### config.mk
export PLATFORM = sky130hd
export DESIGN_NAME = png_text_chunk_extractor_core
export DESIGN_NICKNAME = d
export VERILOG_FILES = /design/src/sv/ptce_pkg.sv /design/src/sv/png_text_chunk_extractor_core.sv
export VERILOG_INCLUDE_DIRS = /design/src /design/src/sv
export SDC_FILE = /design/constraint.sdc
export NUM_CORES = 1
export LEC_CHECK = 0
export BUFFER_PORTS_ARGS = -buffer_cell sky130_fd_sc_hd__clkbuf_2
export CAP_MARGIN = 20
export CORE_ASPECT_RATIO = 0.75
export CORE_MARGIN = 5
export CORE_UTILIZATION = 25
export DETAILED_ROUTE_END_ITERATION = 6
export PLACE_DENSITY = 0.42
export SETUP_SLACK_MARGIN = 0.02
export SLEW_MARGIN = 0
export SYNTH_ARGS = -nofsm -noshare
export SYNTH_HDL_FRONTEND = slang
export SYNTH_SLANG_ARGS = --single-unit
### constraint.sdc
create_clock -name clk -period 13.4 [get_ports clk]
set_clock_uncertainty 0.2 [all_clocks]
set_input_delay 4.02 -clock clk [delete_from_list [all_inputs] [get_ports clk]]
set_output_delay 4.02 -clock clk [all_outputs]
set_load 0.1 [all_outputs]
### src/sv/png_text_chunk_extractor_core_macros.svh
// ----------------------------------------------------------------------------
// Assertion macros for the PNG text chunk extractor.
// Each macro wraps one concurrent assertion on the block clock and reset.
// ----------------------------------------------------------------------------
`ifndef PNG_TEXT_CHUNK_EXTRACTOR_CORE_MACROS_SVH
`define PNG_TEXT_CHUNK_EXTRACTOR_CORE_MACROS_SVH

// The consequent must hold in the same cycle as the antecedent.
`define PTCE_ASSERT_IMP(label, clk, rst, ante, cons) \
  label: assert property (@(posedge clk) disable iff (rst) (ante) |-> (cons)) \
    else $error("ptce: same-cycle check failed");

// The consequent must hold in the cycle after the antecedent.
`define PTCE_ASSERT_NEXT(label, clk, rst, ante, cons) \
  label: assert property (@(posedge clk) disable iff (rst) (ante) |=> (cons)) \
    else $error("ptce: next-cycle check failed");

`endif

### src/sv/ptce_pkg.sv
// ----------------------------------------------------------------------------
// ptce_pkg
// Types, constants and helper functions of the PNG text chunk extractor.
// ----------------------------------------------------------------------------
package ptce_pkg;

  // Parser phases.
  typedef enum logic [2:0] {
    PH_SIG  = 3'd0,
    PH_LEN  = 3'd1,
    PH_TYPE = 3'd2,
    PH_DATA = 3'd3,
    PH_CRC  = 3'd4
  } phase_t;

  // Result kinds.
  localparam logic KIND_SCENE   = 1'b0;
  localparam logic KIND_VERDICT = 1'b1;

  // Verdict codes.
  localparam logic [2:0] V_FOUND     = 3'd0;
  localparam logic [2:0] V_BAD_SIG   = 3'd1;
  localparam logic [2:0] V_CRC_ERR   = 3'd2;
  localparam logic [2:0] V_NOT_FOUND = 3'd3;
  localparam logic [2:0] V_REJECTED  = 3'd4;

  // Configuration register indexes.
  localparam int unsigned CFG_IDX_W  = 3;
  localparam int unsigned CFG_DATA_W = 64;
  localparam logic [CFG_IDX_W-1:0] REG_KEY_LOW   = 3'd0;
  localparam logic [CFG_IDX_W-1:0] REG_KEY_MID   = 3'd1;
  localparam logic [CFG_IDX_W-1:0] REG_KEY_HIGH  = 3'd2;
  localparam logic [CFG_IDX_W-1:0] REG_KEY_LEN   = 3'd3;
  localparam logic [CFG_IDX_W-1:0] REG_MAX_SCENE = 3'd4;

  // Keyword geometry.
  localparam int unsigned KEY_MAX_BYTES = 24;
  localparam int unsigned KEY_IDX_W     = 5;
  localparam int unsigned PLEN_W        = 6;
  localparam logic [KEY_IDX_W-1:0] KEY_MAX_LEN   = 5'd24;
  localparam logic [PLEN_W-1:0]    PREFIX_ZEROS  = 6'd5;

  // Stream constants.
  localparam logic [31:0] CRC_POLY  = 32'hedb88320;
  localparam logic [31:0] CRC_INIT  = 32'hffffffff;
  localparam logic [31:0] TYPE_ITXT = 32'h69545874;
  localparam logic [31:0] TYPE_IEND = 32'h49454e44;
  localparam logic [31:0] SIG_LEN   = 32'd8;
  localparam logic [31:0] FIELD_LEN = 32'd4;
  localparam logic [24:0] SCENE_SAT = 25'h1ffffff;
  localparam logic [23:0] MAX_SCENE_RESET = 24'hffffff;

  // Expected byte of the PNG signature at a given position.
  function automatic logic [7:0] sig_byte(input logic [2:0] pos);
    logic [7:0] b;
    case (pos)
      3'd0:    b = 8'h89;
      3'd1:    b = 8'h50;
      3'd2:    b = 8'h4e;
      3'd3:    b = 8'h47;
      3'd4:    b = 8'h0d;
      3'd5:    b = 8'h0a;
      3'd6:    b = 8'h1a;
      default: b = 8'h0a;
    endcase
    return b;
  endfunction

  // One byte of the reflected CRC-32, bit by bit.
  function automatic logic [31:0] crc32_byte(input logic [31:0] crc, input logic [7:0] b);
    logic [31:0] c;
    c = crc ^ {24'h0, b};
    for (int k = 0; k < 8; k++) begin
      c = (c >> 1) ^ (CRC_POLY & {32{c[0]}});
    end
    return c;
  endfunction

endpackage

### src/sv/png_text_chunk_extractor_core.sv
// ----------------------------------------------------------------------------
// PNG text chunk extractor core
// Walks a PNG byte stream, checks signature and chunk CRCs, and extracts the
// payload of the iTXt chunk that carries the configured keyword.
// ----------------------------------------------------------------------------
// The block takes one image byte per clock cycle unless the output stalls
// and gives at most one result per byte, via the input and result registers
// with the CRC-32 byte update and the field counters computed between them.
// Scene bytes of the target chunk appear as they arrive; one verdict per
// image follows and later bytes are dropped until the byte marked as the
// end of the image. The user must write configuration through the plain
// write port only while no image is in progress; the block does not enforce it.
`include "png_text_chunk_extractor_core_macros.svh"

module png_text_chunk_extractor_core
  import ptce_pkg::*;
(
  input  logic                  clk,
  input  logic                  rst,
  // Input channel.
  input  logic                  in_valid,
  output logic                  in_ready,
  input  logic [7:0]            data_byte,
  input  logic                  end_of_image,
  // Output channel.
  output logic                  out_valid,
  input  logic                  out_ready,
  output logic                  out_kind,
  output logic [7:0]            scene_byte,
  output logic [2:0]            verdict,
  output logic                  run_end,
  // Configuration write port.
  input  logic                  cfg_write,
  input  logic [CFG_IDX_W-1:0]  cfg_index,
  input  logic [CFG_DATA_W-1:0] cfg_data
);

  // Configuration registers.
  logic [63:0] key_low, key_mid, key_high;
  logic [4:0]  key_len;
  logic [23:0] max_scene;

  // Input register.
  logic       s1_valid;
  logic [7:0] s1_byte;
  logic       s1_eoi;

  // Parser state and next values.
  phase_t      phase, phase_next;
  logic [31:0] field_count, field_count_next;
  logic [31:0] chunk_length, chunk_length_next;
  logic [31:0] chunk_type, chunk_type_next;
  logic [31:0] running_crc, running_crc_next;
  logic [31:0] received_crc, received_crc_next;
  logic        is_text, is_text_next;
  logic        prefix_matched, prefix_matched_next;
  logic [24:0] scene_count, scene_count_next;
  logic        verdict_given;

  // Step signals.
  logic                 fire;
  logic [31:0]          fc_inc;
  logic [KEY_IDX_W-1:0] key_len_eff;
  logic [PLEN_W-1:0]    plen;
  logic [7:0]           key_bytes [KEY_MAX_BYTES];
  logic [31:0]          type_shift, rc_shift, crc_upd;
  logic                 sig_bad, last_field, crc_bad, is_target;
  logic                 raw_verdict, raw_scene;
  logic [2:0]           raw_code;
  logic                 give_verdict, give_scene;
  logic [2:0]           final_code;

  // The input register advances when the result register is free or drains.
  assign fire     = s1_valid && (!out_valid || out_ready);
  assign in_ready = !s1_valid || fire;

  // Configuration writes; unknown indexes are ignored.
  always_ff @(posedge clk) begin
    if (rst) begin
      key_low   <= '0;
      key_mid   <= '0;
      key_high  <= '0;
      key_len   <= '0;
      max_scene <= MAX_SCENE_RESET;
    end else if (cfg_write) begin
      unique case (cfg_index)
        REG_KEY_LOW:   key_low   <= cfg_data;
        REG_KEY_MID:   key_mid   <= cfg_data;
        REG_KEY_HIGH:  key_high  <= cfg_data;
        REG_KEY_LEN:   key_len   <= cfg_data[4:0];
        REG_MAX_SCENE: max_scene <= cfg_data[23:0];
        default: ;
      endcase
    end
  end

  // Keyword bytes, saturated length and full prefix length.
  always_comb begin
    for (int i = 0; i < 8; i++) begin
      key_bytes[i]      = key_low[8*i +: 8];
      key_bytes[i + 8]  = key_mid[8*i +: 8];
      key_bytes[i + 16] = key_high[8*i +: 8];
    end
  end
  assign key_len_eff = (key_len > KEY_MAX_LEN) ? KEY_MAX_LEN : key_len;
  assign plen        = {1'b0, key_len_eff} + PREFIX_ZEROS;

  // Shared arithmetic of one step.
  assign fc_inc     = field_count + 32'd1;
  assign type_shift = {chunk_type[23:0], s1_byte};
  assign rc_shift   = {received_crc[23:0], s1_byte};
  assign crc_upd    = crc32_byte(running_crc, s1_byte);
  assign sig_bad    = s1_byte != sig_byte(field_count[2:0]);
  assign last_field = fc_inc >= FIELD_LEN;
  assign crc_bad    = (running_crc ^ CRC_INIT) != rc_shift;
  assign is_target  = is_text && prefix_matched && (chunk_length >= {26'h0, plen});

  // Results that the byte causes within its phase.
  always_comb begin
    raw_verdict = 1'b0;
    raw_scene   = 1'b0;
    raw_code    = V_FOUND;
    unique case (phase)
      PH_SIG: begin
        if (sig_bad) begin
          raw_verdict = 1'b1;
          raw_code    = V_BAD_SIG;
        end
      end
      PH_DATA: begin
        raw_scene = is_text && prefix_matched && (field_count >= {26'h0, plen});
      end
      PH_CRC: begin
        if (last_field) begin
          if (crc_bad) begin
            raw_verdict = 1'b1;
            raw_code    = V_CRC_ERR;
          end else if (is_target) begin
            raw_verdict = 1'b1;
            raw_code    = (scene_count == '0 || scene_count > {1'b0, max_scene}) ?
                          V_REJECTED : V_FOUND;
          end else if (chunk_type == TYPE_IEND) begin
            raw_verdict = 1'b1;
            raw_code    = V_NOT_FOUND;
          end
        end
      end
      default: ;
    endcase
  end

  // Next state of the parser.
  always_comb begin
    phase_next          = phase;
    field_count_next    = field_count;
    chunk_length_next   = chunk_length;
    chunk_type_next     = chunk_type;
    running_crc_next    = running_crc;
    received_crc_next   = received_crc;
    is_text_next        = is_text;
    prefix_matched_next = prefix_matched;
    scene_count_next    = scene_count;
    unique case (phase)
      PH_SIG: begin
        if (!sig_bad) begin
          if (fc_inc >= SIG_LEN) begin
            phase_next        = PH_LEN;
            field_count_next  = '0;
            chunk_length_next = '0;
          end else begin
            field_count_next = fc_inc;
          end
        end
      end
      PH_LEN: begin
        chunk_length_next = {chunk_length[23:0], s1_byte};
        if (last_field) begin
          phase_next       = PH_TYPE;
          field_count_next = '0;
          chunk_type_next  = '0;
          running_crc_next = CRC_INIT;
        end else begin
          field_count_next = fc_inc;
        end
      end
      PH_TYPE: begin
        running_crc_next = crc_upd;
        chunk_type_next  = type_shift;
        if (last_field) begin
          field_count_next    = '0;
          is_text_next        = type_shift == TYPE_ITXT;
          prefix_matched_next = 1'b1;
          scene_count_next    = '0;
          received_crc_next   = '0;
          phase_next          = (chunk_length != '0) ? PH_DATA : PH_CRC;
        end else begin
          field_count_next = fc_inc;
        end
      end
      PH_DATA: begin
        running_crc_next = crc_upd;
        // Keyword bytes, then the zero bytes, then the scene.
        if (is_text) begin
          if (field_count < {27'h0, key_len_eff}) begin
            if (s1_byte != key_bytes[field_count[KEY_IDX_W-1:0]]) begin
              prefix_matched_next = 1'b0;
            end
          end else if (field_count < {26'h0, plen}) begin
            if (s1_byte != 8'h00) begin
              prefix_matched_next = 1'b0;
            end
          end else if (prefix_matched && scene_count != SCENE_SAT) begin
            scene_count_next = scene_count + 25'd1;
          end
        end
        if (fc_inc >= chunk_length) begin
          phase_next       = PH_CRC;
          field_count_next = '0;
        end else begin
          field_count_next = fc_inc;
        end
      end
      PH_CRC: begin
        received_crc_next = rc_shift;
        if (last_field) begin
          field_count_next = '0;
          if (!raw_verdict) begin
            phase_next        = PH_LEN;
            chunk_length_next = '0;
          end
        end else begin
          field_count_next = fc_inc;
        end
      end
      default: begin
        phase_next       = PH_SIG;
        field_count_next = '0;
      end
    endcase
  end

  // The end of the image forces a verdict and drops a pending scene byte.
  assign give_verdict = !verdict_given && (raw_verdict || s1_eoi);
  assign give_scene   = !verdict_given && raw_scene && !s1_eoi;
  assign final_code   = raw_verdict ? raw_code :
                        ((phase_next == PH_SIG) ? V_BAD_SIG : V_NOT_FOUND);

  // Input register.
  always_ff @(posedge clk) begin
    if (rst) begin
      s1_valid <= 1'b0;
    end else if (in_ready) begin
      s1_valid <= in_valid;
    end
    if (in_valid && in_ready) begin
      s1_byte <= data_byte;
      s1_eoi  <= end_of_image;
    end
  end

  // Parser state update; the end of the image clears the parser.
  always_ff @(posedge clk) begin
    if (rst || (fire && s1_eoi)) begin
      phase          <= PH_SIG;
      field_count    <= '0;
      chunk_length   <= '0;
      chunk_type     <= '0;
      running_crc    <= CRC_INIT;
      received_crc   <= '0;
      is_text        <= 1'b0;
      prefix_matched <= 1'b1;
      scene_count    <= '0;
      verdict_given  <= 1'b0;
    end else if (fire && !verdict_given) begin
      phase          <= phase_next;
      field_count    <= field_count_next;
      chunk_length   <= chunk_length_next;
      chunk_type     <= chunk_type_next;
      running_crc    <= running_crc_next;
      received_crc   <= received_crc_next;
      is_text        <= is_text_next;
      prefix_matched <= prefix_matched_next;
      scene_count    <= scene_count_next;
      verdict_given  <= give_verdict;
    end
  end

  // Result register.
  always_ff @(posedge clk) begin
    if (rst) begin
      out_valid <= 1'b0;
    end else if (fire) begin
      out_valid <= give_verdict || give_scene;
    end else if (out_ready) begin
      out_valid <= 1'b0;
    end
    if (fire) begin
      out_kind   <= give_verdict ? KIND_VERDICT : KIND_SCENE;
      scene_byte <= give_verdict ? 8'h00 : s1_byte;
      verdict    <= give_verdict ? final_code : V_FOUND;
      run_end    <= give_verdict && s1_eoi;
    end
  end

  // Checks.
  `PTCE_ASSERT_IMP(a_scene_fields, clk, rst, out_valid && out_kind == KIND_SCENE, verdict == V_FOUND && !run_end)
  `PTCE_ASSERT_IMP(a_verdict_range, clk, rst, out_valid && out_kind == KIND_VERDICT, verdict <= V_REJECTED)
  `PTCE_ASSERT_IMP(a_sig_count, clk, rst, phase == PH_SIG, field_count < SIG_LEN)
  `PTCE_ASSERT_NEXT(a_verdict_latch, clk, rst, fire && give_verdict && !s1_eoi, verdict_given)

endmodule
; ---- After elaboration in Yosys (flattened, before gate mapping)
; Index checks and enable logic that the tools add are counted.
[classes]
n_reduce_logical = 50
n_eq_ne = 32
add_sub_neg = 3
n_mux = 61
order_cmp = 10
n_bitwise = 11
[op_table]
columns = cell, n
row1 = 32-bit two-way mux, 10
row2 = 31-bit by 32-bit XOR with 32-bit output, 8
row3 = 32-bit case mux with 3 select lines, 2
row4 = 32-bit case mux with 2 select lines, 2
row5 = 25-bit two-way mux, 5
row6 = 32-bit by 31-bit equality test with 1-bit output (second input constant), 2
row7 = 32-bit by 6-bit >= comparator with 1-bit output, 2
row8 = 25-bit case mux with 2 select lines, 1
row9 = 24-bit case mux with 2 select lines, 1
row10 = 8-bit case mux with 6 select lines, 1
row11 = 8-bit binary-select mux with 5-bit select, 1
row12 = 3-bit two-way mux, 13
row13 = 32-bit by 1-bit adder with 32-bit output (second input constant), 1
row14 = 32-bit by 3-bit >= comparator with 1-bit output (second input constant), 1
row15 = 32-bit >= comparator, 1
row16 = 32-bit by 4-bit >= comparator with 1-bit output (second input constant), 1
row17 = 32-bit by 5-bit < comparator with 1-bit output, 1
row18 = 32-bit by 6-bit < comparator with 1-bit output, 1
row19 = 32-bit inequality test, 1
row20 = 32-bit inverter, 1
row21 = 32-bit nonzero test, 1
row22 = 32-bit by 8-bit XOR with 32-bit output, 1
row23 = 25-bit by 1-bit adder with 25-bit output (second input constant), 1
row24 = 25-bit by 24-bit greater-than comparator with 1-bit output, 1
row25 = 32 further kinds, 107
[word_totals]
output_inout_bits = 15
word_cells = 190
reg_bits = 428

; ---- Longest topological paths before layout
; Gate-level depths: netlist (run 1).
[depth]
depth_word = 15
depth_mapped = 20
depth_no_buf = 17

; ---- Worst setup path before layout (run 1)
; No wires, ideal clock.
[synth_timing]
path_kind = input to output
startpoint = input port out_ready
endpoint = output port in_ready
arrival_time_ns = 4.716
cell_stages = 2
path_slack_ns = 4.464
path_cell_list = nor2b_1 > nand2_1
[synth_between]
elab_chain_len = 3
[synth_lines]
columns = item, line
row1 = from (decl), png_text_chunk_extractor_core.sv:27  ; input logic out_ready,
row2 = 1-bit logical OR, png_text_chunk_extractor_core.sv:74  ; assign fire = s1_valid && (!out_valid || out_ready);
row3 = 1-bit logical AND, png_text_chunk_extractor_core.sv:74
row4 = 1-bit logical OR, png_text_chunk_extractor_core.sv:75  ; assign in_ready = !s1_valid || fire;
row5 = to (decl), png_text_chunk_extractor_core.sv:22  ; output logic in_ready,
; Every way passes these cells.

; ---- Final worst setup path (run 1)
; Ends and elaborated chain as after synthesis.

==> results of run 1 <==
[logic make-up (layout without fill, tap and decap cells)]
| group | count (synthesis) | in the layout | synth area share |
|---|---|---|---|
| flops | 428 | 428 | 0.398 |
| xor+xnor | 169 | 169 | 0.0670 |
| buf+inv | 279 | 313 | 0.0531 |
| other cells | 1 | 3 | 0.000170 |
| mux | 129 | 129 | 0.0767 |
| compound gates | 500 | 500 | 0.137 |
| simple gates | 1081 | 1081 | 0.223 |
| fa+ha+maj | 81 | 81 | 0.0459 |
[critical path, cell delays in order]
cell and delay (ps):
clkbuf_2 90, nor2b_1 150, nand2_1 90, clkbuf_2 380
[registers in the layout (all words and copies together) (netlist names), 3 cells and up]
name / flops
key_len: 5
field_count: 32
received_crc: 24
max_scene: 24
s1_byte: 8
phase: 3
scene_count: 25
key_mid: 64
running_crc: 32
chunk_type: 32
chunk_length: 32
scene_byte: 8
key_high: 64
key_low: 64
verdict: 3
[layer usage]
layer	up-vias	track usage	routed length, µm
met4	0	0.0358	1370
li1	9211	-	-
met2	387	0.222	29700
met1	9108	0.222	36900
met5	-	0	0
met3	83	0.0198	3090
[final timing paths]
check | startpoint | to | slack [ps] | depth (start not counted)
worst min-delay path | key_high[50] | key_high[50] | 250 | 2
worst max register to register | field_count[0] | field_count[24] | 6710 | 16
worst min register to register | key_high[50] | key_high[50] | 250 | 2
worst max-delay path | out_ready | in_ready | 4440 | 4
[stage by stage]
step | cell area (µm²) | util
detailed placement | 23500 | 0.267
global placement | 23500 | 0.267
global route | 25300 | 0.288
CTS | 25200 | 0.288
finish | 25300 | 0.288
floorplan | 22100 | -
[final cells by class]
type	instances	area, µm²	area share
Multi-Input combinational cell	1962	12200	0.482
Sequential cell	428	8790	0.348
Clock buffer	78	1600	0.0633
Tap cell	1152	1440	0.0570
Timing Repair Buffer	128	757	0.0299
Inverter	91	342	0.0135
Clock inverter	16	175	0.00692
Antenna cell	1	2.50	0.0000989
[power groups by stage]
stage / Combinational (mW) / Clock (mW) / Sequential (mW)
after floorplan: 0.130 / 0 / 1.36
after global placement: 0.218 / 0 / 1.35
after detailed placement: 0.220 / 0 / 1.35
after CTS: 0.221 / 1.50 / 1.32
after global routing: 0.241 / 1.55 / 1.32
final: 0.220 / 1.46 / 1.32
[placed cells by master, fill, tap and decap left out, types with 12 or more instances in the layout]
cell / count
mux4_2: 32
nand3b_1: 27
nand2_1: 645
ha_1: 81
buf_4: 31
clkbuf_16: 53
a211o_1: 24
edfxtp_1: 22
nand3_1: 95
a21oi_1: 305
a22oi_1: 25
xor2_1: 67
clkbuf_2: 94
xnor2_1: 102
a31oi_1: 12
and3_1: 15
o221ai_1: 17
inv_1: 90
nor2_1: 100
nor4_1: 28
nand4_1: 40
o21ai_0: 30
dfxtp_1: 404
nor3_1: 28
mux2i_1: 95
nor2b_1: 18
clkbuf_8: 18
==> results.yml, run 1 <==
floorplan:
  initial_utilization: 0.252
  chipWidth_um: 353
  coreArea_um2: 87700
  dieArea_um2: 94500
  rows: 94
  io-pin-count: 96
  die_y_um: 267
logic_synthesis:
  ys_top_cells_by_area: "dfxtp_1, nand2_1, a21oi_1, ha_1, mux2i_1"
  syn_inst: 2668
  dominantRegCellSynth: "dfxtp_1"
  yosysSeqAreaShare: 0.398
  synth_edf_count: 22
  ys_ff_latch: 428
  syn-cell-area_um2: 22100
  synth.distinct_cells: 84
  synth.most_common_cell: "nand2_1"
  synth_area_leader_cell: "dfxtp_1"
  synthTopCellsByCount: "nand2_1, dfxtp_1, a21oi_1, clkbuf_1, nor2_1"
  synth_warnings: 0
  synthArstFlopShare: 0
  synth_top_area_frac: 0.368
  syn_area_per_cell_um2: 8.28
sta:
  rsz0062_at_grt: "no"
  min_period_ps: 8960
  holdWs_ps: 250
  fmax_ghz: 0.112
  timing.slew.headroom: 0.232
  post-route-period-util: 0.668
  slew_viol_final: 0
  hold_viol: 0
  fin_tns_setup_ps: 0
  finalSetupViolations: 0
  setup_ws_ps: 4440
  worst_slew_pin_slew_ps: 1140
cts:
  cts.clk_slew.worst_paths_ps: 60
  clk_latency_ps: 610
  clock-sinks: 428
  cts.repair.resized: 0
  clockBufferDepth: 3
  cts_buffers: 51
  root_buffer: "clkbuf_16"
  hold_buffers: 0
  htree_levels: 2
  post-cts-setup-buffer-count: 0
  cts_tree: "yes"
critical_path:
  cp.required_ps: 9180
  critical_path_class: "input port to output port"
  cp-start-kind: "input port"
  cp_max_fo: 2
  endpoint_kind: "output port"
  critPathArrivalTime_ps: 4740
placed_design:
  place_ws_ps: 4440
  dp_hpwl_um: 48600
  place.gp.congestion: 0.806
  port_buffers: 95
  place_inst: 3758
global_route:
  track_usage: 0.147
  antenna_found_initial: 2
  grt_max_degree: 107
  grt_pass1_wl_um: 111000
  overflow: 0
  grt_pass1_vias: 18400
cells_and_area:
  syn_to_final_growth_pct: 14.5
  nets: 2824
  layout.cells.non_filler: 3856
  drive_above_1_share: 0.105
  fillCellCount: 9433
route:
  avgViaCountPerCell: 4.87
  wl_per_cell_um: 18.4
  routed_wl_um: 71000
  ant_nets: 0
  vias: 18800
  dr.first_iter.drc_count: 1391
  drcViolationCount: 0
  firstDrtPassIters: 5
power_and_ir_drop:
  p_sw_uw: 743
  power.internal_mw: 2.25
  swShare: 0.248
  total_power_mw: 3.00
  pwr-share-clk: 0.486
  seq_power_share: 0.440
  p_per_area_nw_per_um2: 118
  peakVddDrop_uv: 73.7
  p_leak_nw: 9.28
  p_comb_frac: 0.074
worst_hold_path:
  hold_class: "flip-flop to flip-flop"
job:
  maxCapViolCount: 0
outcome:
  status: "completed"
No activity file was read; power rests on OpenSTA's default activity.
==> run 2, diff against run 1 <==
--- a/config.mk
+++ b/config.mk
@@ -12,7 +12,7 @@
 export CORE_MARGIN = 5
 export CORE_UTILIZATION = 25
 export DETAILED_ROUTE_END_ITERATION = 6
-export PLACE_DENSITY = 0.42
+export PLACE_DENSITY = 0.43
 export SETUP_SLACK_MARGIN = 0.02
 export SLEW_MARGIN = 0
 export SYNTH_ARGS = -nofsm -noshare
==> constraint.sdc (replaced) <==
create_clock -name clk -period 7.9 [get_ports clk]
set_clock_uncertainty 0.2 [all_clocks]
set_input_delay 2.37 -clock clk [delete_from_list [all_inputs] [get_ports clk]]
set_output_delay 2.37 -clock clk [all_outputs]
set_load 0.1 [all_outputs]
==> results.yml, run 2 (same netlist as run 1, synthesis figures left out) <==
critical_path:
  r2r.worst_path.cells: 16
  reg2reg_slack_ps: 2000
  max_stage_delay_ps: 810
  critical_path_class: "flip-flop to flip-flop"
  r2r-end: "field_count[26]"
  timing.rr.start: "field_count[0]"
  cp_max_fo: 39
  cp-startpoint: "field_count[0]"
  critPathArrivalTime_ps: 6220
  endpoint_kind: "flip-flop"
  worstPathCellList: "ha_1, and3_1, nand2_2, or4_4, xnor2_1, ha_1, a21oi_1, nand2_1, a221oi_1, a211oi_1, a211oi_1, nand3_1, nand2_1, buf_4, o21ai_1, nor2_1"
  crit_end: "field_count[26]"
  cp.required_ps: 8220
  critPathSlowestCell: "dfxtp_4"
  cp-start-kind: "flip-flop"
placed_design:
  place_inst: 3761
  dpl_cell_area_um2: 23500
  place.gp.congestion: 0.857
  dp_hpwl_um: 49600
  port_buffers: 95
sta:
  min_period_ps: 5900
  fmax_ghz: 0.169
  fin_tns_setup_ps: 0
  post-route-period-util: 0.747
  rsz0062_at_grt: "no"
  worst_slew_pin_slew_ps: 1160
  slew_viol_final: 0
  hold_viol: 0
  timing.slew.headroom: 0.229
  finalSetupViolations: 0
cts:
  cts.clk_slew.worst_paths_ps: 60
  cts.repair.resized: 0
  clockBufferDepth: 3
  htree_levels: 2
  clk_latency_ps: 650
  cts_buffers: 50
  root_buffer: "clkbuf_16"
  hold_buffers: 0
  cts_tree: "yes"
  post-cts-setup-buffer-count: 0
  clock-sinks: 428
route:
  avgViaCountPerCell: 4.88
  routed_wl_um: 72300
  ant_nets: 0
  firstDrtPassIters: 7
  dr.first_iter.drc_count: 1441
  wl_per_cell_um: 18.7
  drcViolationCount: 1
  vias: 18800
floorplan:
  rows: 94
  dieArea_um2: 94500
  io-pin-count: 96
  chipWidth_um: 353
  coreArea_um2: 87700
  initial_utilization: 0.252
  die_y_um: 267
power_and_ir_drop:
  peakVddDrop_uv: 173
  total_power_mw: 4.95
  p_per_area_nw_per_um2: 196
  p_leak_nw: 9.25
job:
  maxCapViolCount: 0
global_route:
  grt_pass1_wl_um: 113000
  grt_pass1_vias: 18400
  overflow: 0
  track_usage: 0.150
  antenna_found_initial: 1
  grt_max_degree: 110
cells_and_area:
  syn_to_final_growth_pct: 14.1
  final_cell_mix: "nand2_1, dfxtp_1, a21oi_1, xnor2_1, nor2_1"
  fin_util: 0.287
  top_regs: "key_high x64, key_low x64, key_mid x64"
  layout.cells.non_filler: 3858
  fillCellCount: 9379
  design_area_um2: 25200
  nets: 2826
  drive_above_1_share: 0.104
  mostFrequentLayoutCell: "nand2_1"
outcome:
  status: "finished, violations left"
  failed_checks: "DRC"
worst_hold_path:
  hold_class: "flip-flop to flip-flop"
[run 2: how the worst min path moves through the flow]
stage	from	end	depth (start not counted)
after floorplan	chunk_type[24]	chunk_type[24]	2
after global placement	key_high[17]	key_high[17]	2
after detailed placement	key_mid[58]	key_mid[58]	2
after CTS	key_mid[58]	key_mid[58]	2
after global routing	key_high[26]	key_high[26]	2
final	key_mid[63]	key_mid[63]	2
[run 2: area by class of cell]
type                    instances  area, µm²  area share
diodes                          2       5.00    0.000199
clock buffers                  68       1410      0.0559
clock inverters                24        248     0.00983
inverters                      91        342      0.0136
multi-input cells            1962      12200       0.483
flip-flops and latches        428       8790       0.349
well taps                    1152       1440      0.0572
repair buffers                131        785      0.0311
[run 2: report_power, final]
| group | leakage [nW] | switching [mW] | internal [mW] |
|---|---|---|---|
| Clock | 0.825 | 1.01 | 1.33 |
| Combinational | 4.93 | 0.256 | 0.117 |
| Sequential | 3.49 | 0.0274 | 2.21 |
| Total | 9.25 | 1.29 | 3.66 |
[run 2: metal layers]
layer	global-route usage	vias up	wire length [µm]
met5	0	-	0
met4	0.0354	0	1560
met3	0.0214	88	3520
met2	0.225	436	30200
met1	0.226	9116	37100
li1	-	9199	-
[run 2: through the flow]
stage                     hold WS, ps  setup slack, ps
after CTS                         252             1930
after floorplan                   227             2260
after global placement            239             2090
after global routing              265             1330
after detailed placement          243             1960
final                             251             2000
[run 2: critical path, delay by kind of cell (launching register included)]
family          cells  cell delay, ps
xor+xnor            1             160
flops               1             810
fa+ha+maj           2             790
compound gates      5            1580
simple gates        7            1830
buf+inv             1             360
